`src/hw/rtl/bitsel_pkg.sv`:
```
// Shared constants, codes and helper functions for the bit array select engine.
// No dependencies; imported by bit_array_select_engine_unit.
`timescale 1ns / 1ps
`default_nettype none

package bitsel_pkg;

    localparam int STORE_BITS = 4096;
    localparam int WORD_BITS  = 64;
    localparam int WORD_COUNT = (STORE_BITS + WORD_BITS - 1) / WORD_BITS;
    localparam int WORD_AW    = $clog2(WORD_COUNT);
    localparam int BIT_AW     = $clog2(WORD_BITS);
    localparam int IDX_W      = 12;
    localparam int LEN_W      = 13;
    localparam int PC_W       = BIT_AW + 1;

    typedef enum logic [1:0] {
        OP_READ   = 2'd0,
        OP_WRITE  = 2'd1,
        OP_SELECT = 2'd2,
        OP_CLEAR  = 2'd3
    } t_op;

    typedef enum logic [1:0] {
        ST_OK       = 2'd0,
        ST_RANGE    = 2'd1,
        ST_NOTFOUND = 2'd2
    } t_status;

    function automatic logic [3:0] pop8(input logic [7:0] b);
        logic [3:0] c;
        c = '0;
        for (int i = 0; i < 8; i++) begin
            c = c + 4'(b[i]);
        end
        return c;
    endfunction

    function automatic logic [PC_W-1:0] pop64(input logic [WORD_BITS-1:0] v);
        logic [PC_W-1:0] c;
        c = '0;
        for (int i = 0; i < WORD_BITS / 8; i++) begin
            c = c + PC_W'(pop8(v[i*8 +: 8]));
        end
        return c;
    endfunction

    // Bits of word w that lie below the used length len.
    function automatic logic [WORD_BITS-1:0] live_mask(input logic [WORD_AW-1:0] w,
                                                       input logic [LEN_W-1:0] len);
        logic [LEN_W-BIT_AW-1:0] full_words;
        logic [BIT_AW-1:0]       rem;
        logic [LEN_W-BIT_AW-1:0] wx;
        full_words = len[LEN_W-1:BIT_AW];
        rem        = len[BIT_AW-1:0];
        wx         = (LEN_W-BIT_AW)'(w);
        if (wx < full_words) begin
            return '1;
        end else if (wx == full_words) begin
            return (WORD_BITS'(1) << rem) - WORD_BITS'(1);
        end else begin
            return '0;
        end
    endfunction

endpackage

`default_nettype wire

```
`src/hw/rtl/bit_array_select_engine_unit.sv`:
```
// Bit array with read, write, clear and rank-select; state in one word memory.
// Depends on bitsel_pkg.
`timescale 1ns / 1ps
`default_nettype none

//  channel   direction  fields (tdata / tuser, lowest bit first)
//  s         in         tdata: bit_index, bit_value, rank   tuser: op
//  m         out        tdata: bit_out, found_index, ones_count, is_empty, is_full
//                       tuser: status
//  cfg       in         wdata: array_bits
//
//  Clear goes from accept straight to the done state, which loads the result register
//  once it is free. Other items sweep the used words, one memory read per cycle; a
//  select then locates the bit inside its word (byte then bit).
//  The word store needs no clearing pass: per-word valid bits reset at once.
//  A new item is taken as soon as the previous result sits in the output register.
module bit_array_select_engine_unit (
    input  wire logic        i_clk,
    input  wire logic        i_rst_n,
    input  wire logic        i_cfg_we,
    input  wire logic [12:0] i_cfg_wdata,   // array_bits
    input  wire logic        i_s_tvalid,
    output logic             o_s_tready,
    input  wire logic [31:0] i_s_tdata,     // bit_index[11:0], bit_value, rank[11:0], pad
    input  wire logic [1:0]  i_s_tuser,     // op
    output logic             o_m_tvalid,
    input  wire logic        i_m_tready,
    output logic [31:0]      o_m_tdata,     // bit_out, found_index[11:0], ones_count[12:0],
                                            // is_empty, is_full, pad
    output logic [1:0]       o_m_tuser      // status
);
    import bitsel_pkg::*;

    typedef enum logic [2:0] {
        S_IDLE,
        S_SWEEP,
        S_BYTE,
        S_BIT,
        S_DONE
    } t_state;

    localparam int NW_W = WORD_AW + 1;

    t_state                 r_state, n_state;
    logic [LEN_W-1:0]       r_cfg_len;
    t_op                    r_op, n_op;
    logic [IDX_W-1:0]       r_idx, n_idx;
    logic                   r_val, n_val;
    logic                   r_inrange, n_inrange;
    logic [IDX_W-1:0]       r_left, n_left;
    logic [LEN_W-1:0]       r_len, n_len;
    logic [NW_W-1:0]        r_nwords, n_nwords;
    logic [NW_W-1:0]        r_issue, n_issue;
    logic                   r_p1, n_p1;
    logic [WORD_AW-1:0]     r_p1_w, n_p1_w;
    logic                   r_rd_valid, n_rd_valid;
    logic [WORD_BITS-1:0]   r_rd_data;
    logic                   r_p2, n_p2;
    logic [WORD_AW-1:0]     r_p2_w, n_p2_w;
    logic [WORD_BITS-1:0]   r_v, n_v;
    logic [PC_W-1:0]        r_pc, n_pc;
    logic [LEN_W-1:0]       r_count, n_count;
    logic                   r_hit, n_hit;
    logic [WORD_BITS-1:0]   r_sel_word, n_sel_word;
    logic [WORD_AW-1:0]     r_sel_w, n_sel_w;
    logic [2:0]             r_byte_i, n_byte_i;
    logic [2:0]             r_bit_i, n_bit_i;
    logic                   r_bit_out, n_bit_out;
    logic [IDX_W-1:0]       r_found, n_found;
    logic [WORD_COUNT-1:0]  r_valid, n_valid;
    logic                   r_out_valid, n_out_valid;
    logic [31:0]            r_out_data, n_out_data;
    logic [1:0]             r_out_user, n_out_user;

    logic [WORD_BITS-1:0]   r_mem [WORD_COUNT];

    logic                   s_accept;
    logic [LEN_W-1:0]       len_sat;
    logic                   issuing;
    logic [WORD_BITS-1:0]   w1, mod_word;
    logic                   tgt, wr_en;
    logic [7:0]             sel_byte;
    logic [3:0]             pc8;
    logic [1:0]             status;

    assign o_s_tready = (r_state == S_IDLE);
    assign s_accept   = i_s_tvalid && o_s_tready;
    assign len_sat    = (r_cfg_len > LEN_W'(STORE_BITS)) ? LEN_W'(STORE_BITS) : r_cfg_len;
    assign issuing    = (r_state == S_SWEEP) && (r_issue < r_nwords);

    // word stage: merge the write, mask to the live length
    assign w1  = r_rd_valid ? r_rd_data : '0;
    assign tgt = r_p1 && r_inrange && (r_p1_w == r_idx[IDX_W-1:BIT_AW])
                 && (r_op == OP_READ || r_op == OP_WRITE);
    assign wr_en = tgt && (r_op == OP_WRITE);

    always_comb begin
        mod_word = w1;
        if (wr_en) begin
            mod_word[r_idx[BIT_AW-1:0]] = r_val;
        end
    end

    assign sel_byte = r_sel_word[{r_byte_i, 3'b000} +: 8];
    assign pc8      = pop8(sel_byte);

    always_comb begin
        case (r_op)
            OP_READ, OP_WRITE: status = r_inrange ? ST_OK : ST_RANGE;
            OP_SELECT:         status = r_hit ? ST_OK : ST_NOTFOUND;
            default:           status = ST_OK;
        endcase
    end

    always_comb begin
        n_state     = r_state;
        n_op        = r_op;
        n_idx       = r_idx;
        n_val       = r_val;
        n_inrange   = r_inrange;
        n_left      = r_left;
        n_len       = r_len;
        n_nwords    = r_nwords;
        n_issue     = r_issue;
        n_p1        = issuing;
        n_p1_w      = r_issue[WORD_AW-1:0];
        n_rd_valid  = r_valid[r_issue[WORD_AW-1:0]];
        n_p2        = r_p1;
        n_p2_w      = r_p1_w;
        n_v         = mod_word & live_mask(r_p1_w, r_len);
        n_pc        = pop64(mod_word & live_mask(r_p1_w, r_len));
        n_count     = r_count;
        n_hit       = r_hit;
        n_sel_word  = r_sel_word;
        n_sel_w     = r_sel_w;
        n_byte_i    = r_byte_i;
        n_bit_i     = r_bit_i;
        n_bit_out   = r_bit_out;
        n_found     = r_found;
        n_valid     = r_valid;
        n_out_valid = r_out_valid && !i_m_tready;
        n_out_data  = r_out_data;
        n_out_user  = r_out_user;

        if (wr_en) begin
            n_valid[r_p1_w] = 1'b1;
        end
        if (tgt && r_op == OP_READ) begin
            n_bit_out = w1[r_idx[BIT_AW-1:0]];
        end
        if (issuing) begin
            n_issue = r_issue + NW_W'(1);
        end

        // count stage: running total and rank search over whole words
        if (r_p2) begin
            n_count = r_count + LEN_W'(r_pc);
            if (r_op == OP_SELECT && !r_hit) begin
                if (r_left < IDX_W'(r_pc)) begin
                    n_hit      = 1'b1;
                    n_sel_word = r_v;
                    n_sel_w    = r_p2_w;
                end else begin
                    n_left = r_left - IDX_W'(r_pc);
                end
            end
        end

        case (r_state)
            S_IDLE: begin
                if (s_accept) begin
                    n_op      = t_op'(i_s_tuser);
                    n_idx     = i_s_tdata[11:0];
                    n_val     = i_s_tdata[12];
                    n_left    = i_s_tdata[24:13];
                    n_len     = len_sat;
                    n_inrange = (LEN_W'(i_s_tdata[11:0]) < len_sat);
                    n_nwords  = len_sat[LEN_W-1:BIT_AW] + NW_W'(|len_sat[BIT_AW-1:0]);
                    n_issue   = '0;
                    n_count   = '0;
                    n_hit     = 1'b0;
                    n_bit_out = 1'b0;
                    n_found   = '0;
                    if (t_op'(i_s_tuser) == OP_CLEAR) begin
                        n_valid = '0;
                        n_state = S_DONE;
                    end else begin
                        n_state = S_SWEEP;
                    end
                end
            end
            S_SWEEP: begin
                if (!issuing && !r_p1 && !r_p2) begin
                    n_byte_i = '0;
                    n_state  = (r_op == OP_SELECT && r_hit) ? S_BYTE : S_DONE;
                end
            end
            S_BYTE: begin
                if (r_left < IDX_W'(pc8)) begin
                    n_bit_i = '0;
                    n_state = S_BIT;
                end else begin
                    n_left   = r_left - IDX_W'(pc8);
                    n_byte_i = r_byte_i + 3'd1;
                end
            end
            S_BIT: begin
                if (sel_byte[r_bit_i]) begin
                    if (r_left == '0) begin
                        n_found = {r_sel_w, r_byte_i, r_bit_i};
                        n_state = S_DONE;
                    end else begin
                        n_left = r_left - IDX_W'(1);
                    end
                end
                n_bit_i = r_bit_i + 3'd1;
            end
            S_DONE: begin
                if (!r_out_valid || i_m_tready) begin
                    n_out_valid = 1'b1;
                    n_out_user  = status;
                    n_out_data  = {4'b0000,
                                   (r_count == r_len),
                                   (r_count == '0),
                                   r_count,
                                   r_found,
                                   r_bit_out};
                    n_state     = S_IDLE;
                end
            end
            default: n_state = S_IDLE;
        endcase
    end

    always_ff @(posedge i_clk) begin
        if (!i_rst_n) begin
            r_state     <= S_IDLE;
            r_cfg_len   <= '0;
            r_p1        <= 1'b0;
            r_p2        <= 1'b0;
            r_valid     <= '0;
            r_out_valid <= 1'b0;
        end else begin
            r_state     <= n_state;
            if (i_cfg_we) begin
                r_cfg_len <= i_cfg_wdata;
            end
            r_p1        <= n_p1;
            r_p2        <= n_p2;
            r_valid     <= n_valid;
            r_out_valid <= n_out_valid;
        end
        r_op       <= n_op;
        r_idx      <= n_idx;
        r_val      <= n_val;
        r_inrange  <= n_inrange;
        r_left     <= n_left;
        r_len      <= n_len;
        r_nwords   <= n_nwords;
        r_issue    <= n_issue;
        r_p1_w     <= n_p1_w;
        r_rd_valid <= n_rd_valid;
        r_p2_w     <= n_p2_w;
        r_v        <= n_v;
        r_pc       <= n_pc;
        r_count    <= n_count;
        r_hit      <= n_hit;
        r_sel_word <= n_sel_word;
        r_sel_w    <= n_sel_w;
        r_byte_i   <= n_byte_i;
        r_bit_i    <= n_bit_i;
        r_bit_out  <= n_bit_out;
        r_found    <= n_found;
        r_out_data <= n_out_data;
        r_out_user <= n_out_user;
    end

    // word store: one read and one write port, read data registered
    always_ff @(posedge i_clk) begin
        r_rd_data <= r_mem[r_issue[WORD_AW-1:0]];
        if (wr_en) begin
            r_mem[r_p1_w] <= mod_word;
        end
    end

    assign o_m_tvalid = r_out_valid;
    assign o_m_tdata  = r_out_data;
    assign o_m_tuser  = r_out_user;

    a_notfound_zero: assert property (@(posedge i_clk) disable iff (!i_rst_n)
        (o_m_tvalid && o_m_tuser == ST_NOTFOUND) |-> (o_m_tdata[12:1] == '0))
        else $error("select miss carries a nonzero index");

    a_write_in_sweep: assert property (@(posedge i_clk) disable iff (!i_rst_n)
        wr_en |-> (r_state == S_SWEEP && r_op == OP_WRITE))
        else $error("store written outside a write sweep");

    a_pipe_in_sweep: assert property (@(posedge i_clk) disable iff (!i_rst_n)
        (r_p1 || r_p2) |-> (r_state == S_SWEEP))
        else $error("sweep pipeline busy outside sweep");

    a_bit_exit: assert property (@(posedge i_clk) disable iff (!i_rst_n)
        (r_state == S_BIT) |=> (r_state == S_BIT || r_state == S_DONE))
        else $error("bit search left by an unexpected path");

endmodule

`default_nettype wire

```
`config.mk`:
```
export PLATFORM = sky130hd
export DESIGN_NAME = bit_array_select_engine_unit
export DESIGN_NICKNAME = d
export VERILOG_FILES = /design/src/hw/rtl/bitsel_pkg.sv /design/src/hw/rtl/bit_array_select_engine_unit.sv
export SDC_FILE = /design/constraint.sdc
export NUM_CORES = 2
export LEC_CHECK = 0
export BUFFER_PORTS_ARGS = -buffer_cell sky130_fd_sc_hd__buf_2
export CAP_MARGIN = 20
export CORE_MARGIN = 4
export CORE_UTILIZATION = 43
export DETAILED_ROUTE_END_ITERATION = 16
export PLACE_DENSITY_LB_ADDON = 0.1
export SLEW_MARGIN = 40
export SYNTH_ARGS = -nofsm -noshare
export SYNTH_HDL_FRONTEND = slang
export SYNTH_SLANG_ARGS = --single-unit
```
`constraint.sdc`:
```
create_clock -name i_clk -period 9.7 [get_ports i_clk]
set_input_delay 0 -clock i_clk [delete_from_list [all_inputs] [get_ports i_clk]]
set_output_delay 0 -clock i_clk [all_outputs]
set_load 0.01 [all_outputs]
```
# Word level (Yosys, flattened, before mapping)
# Memories as Yosys holds them, arrays and structs flattened. A register that Yosys moved wholly into a read port is not among the register bits.
# Cells that the tools add are included.
[totals]
reg_bits = 355
mem_bits_rw = 4096
input_bits = 52
output_inout_bits = 36
word_cells = 247
memories = 1
[classes]
add_sub_neg = 79
n_lt_le_gt_ge = 12
eq_ne = 17
shift = 2
muxes = 67
n_bitwise = 2
n_reduce_logical = 38
[memory_table]
columns = ["memory", "words", "word_bits", "rd", "rd_clocked_by_memory_dff", "wr", "line_no", "text"]
rows = [
  ["r_mem", 64, 64, 1, 1, 1, "bit_array_select_engine_unit.sv:75", "logic [WORD_BITS-1:0] r_mem [WORD_COUNT];"],
]
[ops]
columns = ["op", "n"]
rows = [
  ["64-bit two-way mux", 8],
  ["4-bit by 1-bit adder with 4-bit output", 36],
  ["12-bit two-way mux", 10],
  ["64-bit bitwise AND", 1],
  ["64-bit bitwise mux", 1],
  ["64-bit bitwise OR", 1],
  ["64-bit by 7-bit indexed part select with 8-bit output", 1],
  ["1-bit by 6-bit << shifter with 64-bit output, first input constant", 1],
  ["64-bit by 2-bit subtractor with 64-bit output, second input constant", 1],
  ["13-bit two-way mux", 4],
  ["3-bit by 1-bit adder with 4-bit output", 9],
  ["12-bit one-hot mux with 3 select lines", 1],
  ["3-bit two-way mux", 11],
  ["7-bit by 4-bit adder with 7-bit output", 4],
  ["2-bit by 1-bit adder with 3-bit output", 9],
  ["12-bit one-hot mux with 2 select lines", 1],
  ["6-bit by 7-bit less-than comparator with 1-bit output, second input constant", 3],
  ["7-bit two-way mux", 3],
  ["1-bit by 1-bit adder with 2-bit output", 9],
  ["1-bit two-way mux", 18],
  ["3-bit one-hot mux with 5 select lines", 1],
  ["1-bit logical AND", 14],
  ["13-bit by 7-bit adder with 13-bit output", 1],
  ["13-bit == test", 1],
  ["other kinds (45)", 68],
]

# Logic depth before layout (Yosys ltp)
[depth]
ltp_word = 21
mapped_depth = 32

# Worst setup path after synthesis
# No wires, ideal clock.
[synth_path]
path_kind = "register -> register"
from = "register r_p1_w[5], in the netlist n_p2_w[5]"
to = "register r_pc[6]"
setup_time_ns = 0.117
arrival_time_ns = 9.460
required_ns = 9.583
path_slack_ns = 0.123
path_stages_with_launch = 28
path_buffers = 1
synth_period_minus_slack_ns = 9.577
path_cell_list = "dfxtp_1 clkbuf_1 xor2_1 nor4_2 nand3_2 nor3_2 nand2_1 mux2i_1 o21ai_0 fa_1 inv_1 fa_1 inv_1 fa_1 fa_1 fa_1 fa_1 fa_1 inv_1 fa_1 ha_1 fa_1 a21oi_1 nor2_1 nor2_1 nor2b_1 o21ai_0 nand2b_1"
[synth_rtl]
columns = ["element", "line_no", "text"]
rows = [
  ["start: declaration", "bit_array_select_engine_unit.sv:55", "logic [WORD_AW-1:0] r_p1_w, n_p1_w;"],
  ["start signal: assignment", "bit_array_select_engine_unit.sv:261", "r_p1_w <= n_p1_w;"],
  ["6-bit == test", "bit_array_select_engine_unit.sv:93", "assign tgt = r_p1 && r_inrange && (r_p1_w == r_idx[IDX_W-1:BIT_AW])"],
  ["1-bit logical AND", "bit_array_select_engine_unit.sv:93", ""],
  ["1-bit logical AND", "bit_array_select_engine_unit.sv:94", "&& (r_op == OP_READ || r_op == OP_WRITE);"],
  ["1-bit logical AND", "bit_array_select_engine_unit.sv:95", "assign wr_en = tgt && (r_op == OP_WRITE);"],
  ["64-bit two-way mux", "bit_array_select_engine_unit.sv:99", "if (wr_en) begin"],
  ["named net mod_word[43]", "bit_array_select_engine_unit.sv:80", "logic [WORD_BITS-1:0] w1, mod_word;"],
  ["64-bit bitwise AND", "bit_array_select_engine_unit.sv:131", "n_pc = pop64(mod_word & live_mask(r_p1_w, r_len));"],
  ["3-bit by 1-bit adder with 4-bit output", "bitsel_pkg.sv:34", "c = c + 4'(b[i]);"],
  ["4-bit by 1-bit adder with 4-bit output (4 in series)", "bitsel_pkg.sv:34", ""],
  ["7-bit by 4-bit adder with 7-bit output (3 in series)", "bitsel_pkg.sv:43", "c = c + PC_W'(pop8(v[i*8 +: 8]));"],
  ["named net n_pc[6]", "bit_array_select_engine_unit.sv:61", "logic [PC_W-1:0] r_pc, n_pc;"],
  ["end signal: assignment", "bit_array_select_engine_unit.sv:265", "r_pc <= n_pc;"],
  ["end: declaration", "bit_array_select_engine_unit.sv:61", ""],
]
# The timed path passes the listed nets, and every way through them passes these cells.
# A chain may end at the register's enable or synchronous reset.

# Final worst setup path
[layout_path]
from = "register r_p1_w[5], in the netlist n_p2_w[5]"
to = "register r_pc[6]"
[layout_rtl]
columns = ["element", "line_no", "text"]
rows = [
  ["6-bit == test", "bit_array_select_engine_unit.sv:93", ""],
  ["1-bit logical AND", "bit_array_select_engine_unit.sv:93", ""],
  ["1-bit logical AND", "bit_array_select_engine_unit.sv:94", ""],
  ["1-bit logical AND", "bit_array_select_engine_unit.sv:95", ""],
  ["64-bit two-way mux", "bit_array_select_engine_unit.sv:99", ""],
  ["named net mod_word[47]", "bit_array_select_engine_unit.sv:80", ""],
  ["64-bit bitwise AND", "n/a", ""],
  ["named net n_v[47]", "bit_array_select_engine_unit.sv:60", "logic [WORD_BITS-1:0] r_v, n_v;"],
  ["4-bit by 1-bit adder with 4-bit output", "bitsel_pkg.sv:34", ""],
  ["7-bit by 4-bit adder with 7-bit output (3 in series)", "bitsel_pkg.sv:43", ""],
  ["named net n_pc[6]", "bit_array_select_engine_unit.sv:61", ""],
]
# The timed path passes the listed nets, and every way through them passes these cells.

==> summary.txt <==
Clocking
  • Clock slew at reported path FFs: 0.06 ns
  • Root Driver: clkbuf_16
  • CTS Buf Count: 473
  • H-tree Lvls: 5
  • Post_cts resized: 0
  • Clock sink count: 4515
  • Clock Tree Buf Depth: 4
  • CTS tree: done
  • Clock Latency Late Sink: 1.01 ns

Global routing
  • First-pass GRT wire length: 766000 um
  • Total grt overflow: 0
  • Initial antenna violation count: 43
  • GRT Util Overall: 0.267
  • Largest net degree at the start of global routing: 123
  • Vias in the first global route: 88000

Place
  • GP Congestion: 0.891
  • IO Port Bufs: 76
  • DP HPWL: 313000 um

Drt
  • Post-DR vias/cell: 6.22
  • WL per Instance: 39.6 um
  • Routed Antenna Nets: 0
  • Initial DRC count: 11400
  • Total Wirelength: 564000 um
  • Pre-antenna DRT Iters: 6
  • Total number of vias: 88400
  • Drt drc: 0

Logic synthesis
  • Synthesis Warnings: 0
  • Synth Flop Type: edfxtp_1
  • Synthesized area: 176000 um^2
  • Post-synth cell types: 73
  • Post-Syn Instances: 7796
  • Number of synthesized flops with an enable pin: 4250
  • Flip-flop and latch count after synthesis: 4515
  • Seq/Total Area, Yosys: 0.755
  • Mean Syn Cell Area: 22.6 um^2
  • Share of flip-flops with an asynchronous set or reset: 0

Worst setup path
  • Worst setup path category: reg2reg
  • Crit path launch: n_p2_w[5]
  • Reg2Reg Launch Point: n_p2_w[5]
  • Startpoint types: flip-flop
  • Worst Reg2Reg Path Length in Cells: 25
  • WP data arrival: 9.78 ns
  • CP endpoint: r_pc[6]
  • R2r setup slk: 0.78 ns
  • Critical Path Fanout Max: 11
  • Required time worst endpoint: 10.56 ns
  • CP endpoint kind: flip-flop
  • Worst r2r dst: r_pc[6]

Layout
  • Area Overhead vs Synth: 15.6%
  • Filler cell count: 32500
  • Fin nets: 8564
  • Share of post-route cells with drive strength above 1: 0.306

Pwr
  • Total power draw: 42.3 mW
  • P_leak: 73.2 nW
  • Pwr/cell area: 208 nW/um^2
  • Peak supply drop: 182 uV

Timing
  • Worst-margin pin slew: 0.905 ns
  • Final Hold Fails: 0
  • TNS Setup: 0 ns
  • Peak Freq: 112 MHz
  • Period utilization: 0.920
  • Worst relative slew slack: 0.397
  • Tmin final: 8.92 ns
  • Slew Limit Fails: 0
  • Final setup viols: 0
  • Unrepaired setup endpoints after global routing: false
  • Clock skew: 0.0785 ns

Floorplan
  • Initial Util: 0.433
  • Die area: 420000 um^2
  • Die height: 648 um
  • I/O Pins: 88
  • Die Wd: 648 um
  • Core area: 407000 um^2
  • Row count: 234

Status
  • Status: complete, no violations

Run
  • Max-cap violations: 0

Hold path
  • Hold crit path type: in2reg
## worst min path at each step
stage                       start          to  cells past startpoint
floorplan            i_s_tdata[0]    r_idx[0]                      0
global placement    i_s_tdata[21]   r_left[8]                      3
detailed placement  i_s_tdata[21]   r_left[8]                      3
CTS                  i_s_tuser[1]  r_state[0]                      5
global route           i_s_tvalid  r_issue[6]                      4
finish               i_s_tuser[1]  r_state[0]                      5
## stage by stage
step	setup slack, ns	utilization	hold slack (ns)	cell area (um^2)	cells
floorplan	0.123	-	0.0989	176000	7799
global placement	0.870	0.456	0.222	185000	13200
detailed placement	0.919	0.459	0.220	187000	13200
CTS	0.891	0.500	0.0191	203000	14200
global route	0.465	0.500	0.0650	204000	14200
finish	0.777	0.500	0.0924	204000	14200
## final cells by class
cell class	count	area, um^2	share of cell area
Antenna cell	7	17.5	0.0000861
Multi-Input combinational cell	2746	42300	0.208
Timing Repair Buffer	542	5820	0.0286
Sequential cell	4515	133000	0.653
Clock inverter	273	2600	0.0128
Inverter	107	408	0.00200
Clock buffer	608	12700	0.0622
Tap cell	5428	6790	0.0334
## cells in the final DEF, fill, tap and decap left out, types with 27 or more instances in the layout
cell | Yosys | routed
a21o_1 | 29 | 29
a21oi_1 | 96 | 96
and2_1 | 29 | 29
buf_12 | 0 | 58
buf_16 | 0 | 35
buf_2 | 64 | 76
buf_4 | 9 | 203
buf_6 | 1 | 51
bufinv_16 | 0 | 39
clkbuf_1 | 281 | 109
clkbuf_16 | 0 | 479
clkinv_1 | 3 | 94
clkinv_2 | 0 | 92
dfxtp_1 | 265 | 257
dlygate4sd3_1 | 0 | 114
edfxtp_1 | 4250 | 4250
fa_1 | 61 | 61
ha_1 | 66 | 66
inv_1 | 104 | 100
mux2i_1 | 88 | 36
mux2i_4 | 0 | 52
mux4_2 | 1405 | 1405
nand2_1 | 200 | 198
nand2b_1 | 27 | 27
nand3_1 | 31 | 31
nor2_1 | 176 | 108
nor2_4 | 0 | 65
nor3_1 | 31 | 30
o21a_1 | 100 | 100
o21ai_0 | 82 | 82
xnor2_1 | 43 | 43
xor2_1 | 30 | 30
## state kept, by name (all words and copies together) (netlist names), 2 cells and up
signal / count
n_p2_w: 6
o_m_tdata: 28
o_m_tuser: 2
r_bit_i: 3
r_byte_i: 3
r_cfg_len: 13
r_count: 13
r_found: 12
r_idx: 12
r_issue: 7
r_left: 12
r_len: 13
r_mem: 4096
r_nwords: 7
r_op: 2
r_p2_w: 6
r_pc: 7
r_rd_data: 64
r_sel_w: 6
r_sel_word: 64
r_state: 3
r_v: 64
r_valid: 64
## cells by family (layout without fill, tap and decap cells)
group,count (synthesis),after routing,synth area share
AO/OA/AOI/OAI,417,417,0.0155
XOR/XNOR,73,73,0.00363
adder cells (fa/ha/maj),127,127,0.0116
buffers and inverters,538,1530,0.0122
flip-flops,4515,4515,0.755
multiplexers,1506,1506,0.186
other,1,11,0.0000213
AND/OR/NAND/NOR,619,619,0.0168
## cells in the mapped netlist (61+ instances only)
master | instances | area share
a21oi_1 | 96 | 0.0027
dfxtp_1 | 265 | 0.030
clkbuf_1 | 281 | 0.0060
mux4_2 | 1405 | 0.18
ha_1 | 66 | 0.0047
inv_1 | 104 | 0.0022
o21ai_0 | 82 | 0.0023
nand2_1 | 200 | 0.0043
o21a_1 | 100 | 0.0043
mux2i_1 | 88 | 0.0050
buf_2 | 64 | 0.0018
edfxtp_1 | 4250 | 0.72
fa_1 | 61 | 0.0069
buf_1 | 76 | 0.0016
nor2_1 | 176 | 0.0038
## timing repair
item	CTS	global route
hold endpoints to repair	132	0
hold buffers	114	0
setup buffers	0	0
## worst max-delay path, stage by stage, from the launching register on
cell      delay, ns
dfxtp_1        0.52
xor2_1         0.14
nor4_2         0.57
nand4_1        0.60
nor2_1         0.72
nand2_1        0.21
mux2i_4        0.21
a21boi_0       0.36
fa_1           0.51
fa_1           0.56
inv_1          0.07
fa_1           0.46
fa_1           0.53
fa_1           0.45
fa_1           0.50
fa_1           0.50
inv_1          0.05
fa_1           0.43
ha_1           0.23
fa_1           0.46
a21oi_1        0.19
nor2_1         0.07
nor2_1         0.16
nor2b_1        0.07
o21ai_0        0.15
nand2b_1       0.07
## routing by layer
| layer | track usage | share of wire | vias to the layer above |
|---|---|---|---|
| li1 | - | - | 34200 |
| met1 | 0.393 | 0.42 | 49600 |
| met2 | 0.420 | 0.47 | 3858 |
| met3 | 0.0380 | 0.072 | 779 |
| met4 | 0.0738 | 0.031 | 2 |
| met5 | 0 | 0.000023 | - |
## where the power goes
part | switching, mW | internal (mW)
clock network | 7.65 | 10.2
logic | 1.83 | 1.36
registers | 0.113 | 21.1
total | 9.60 | 32.7
Power figures use the tool's default switching activity.
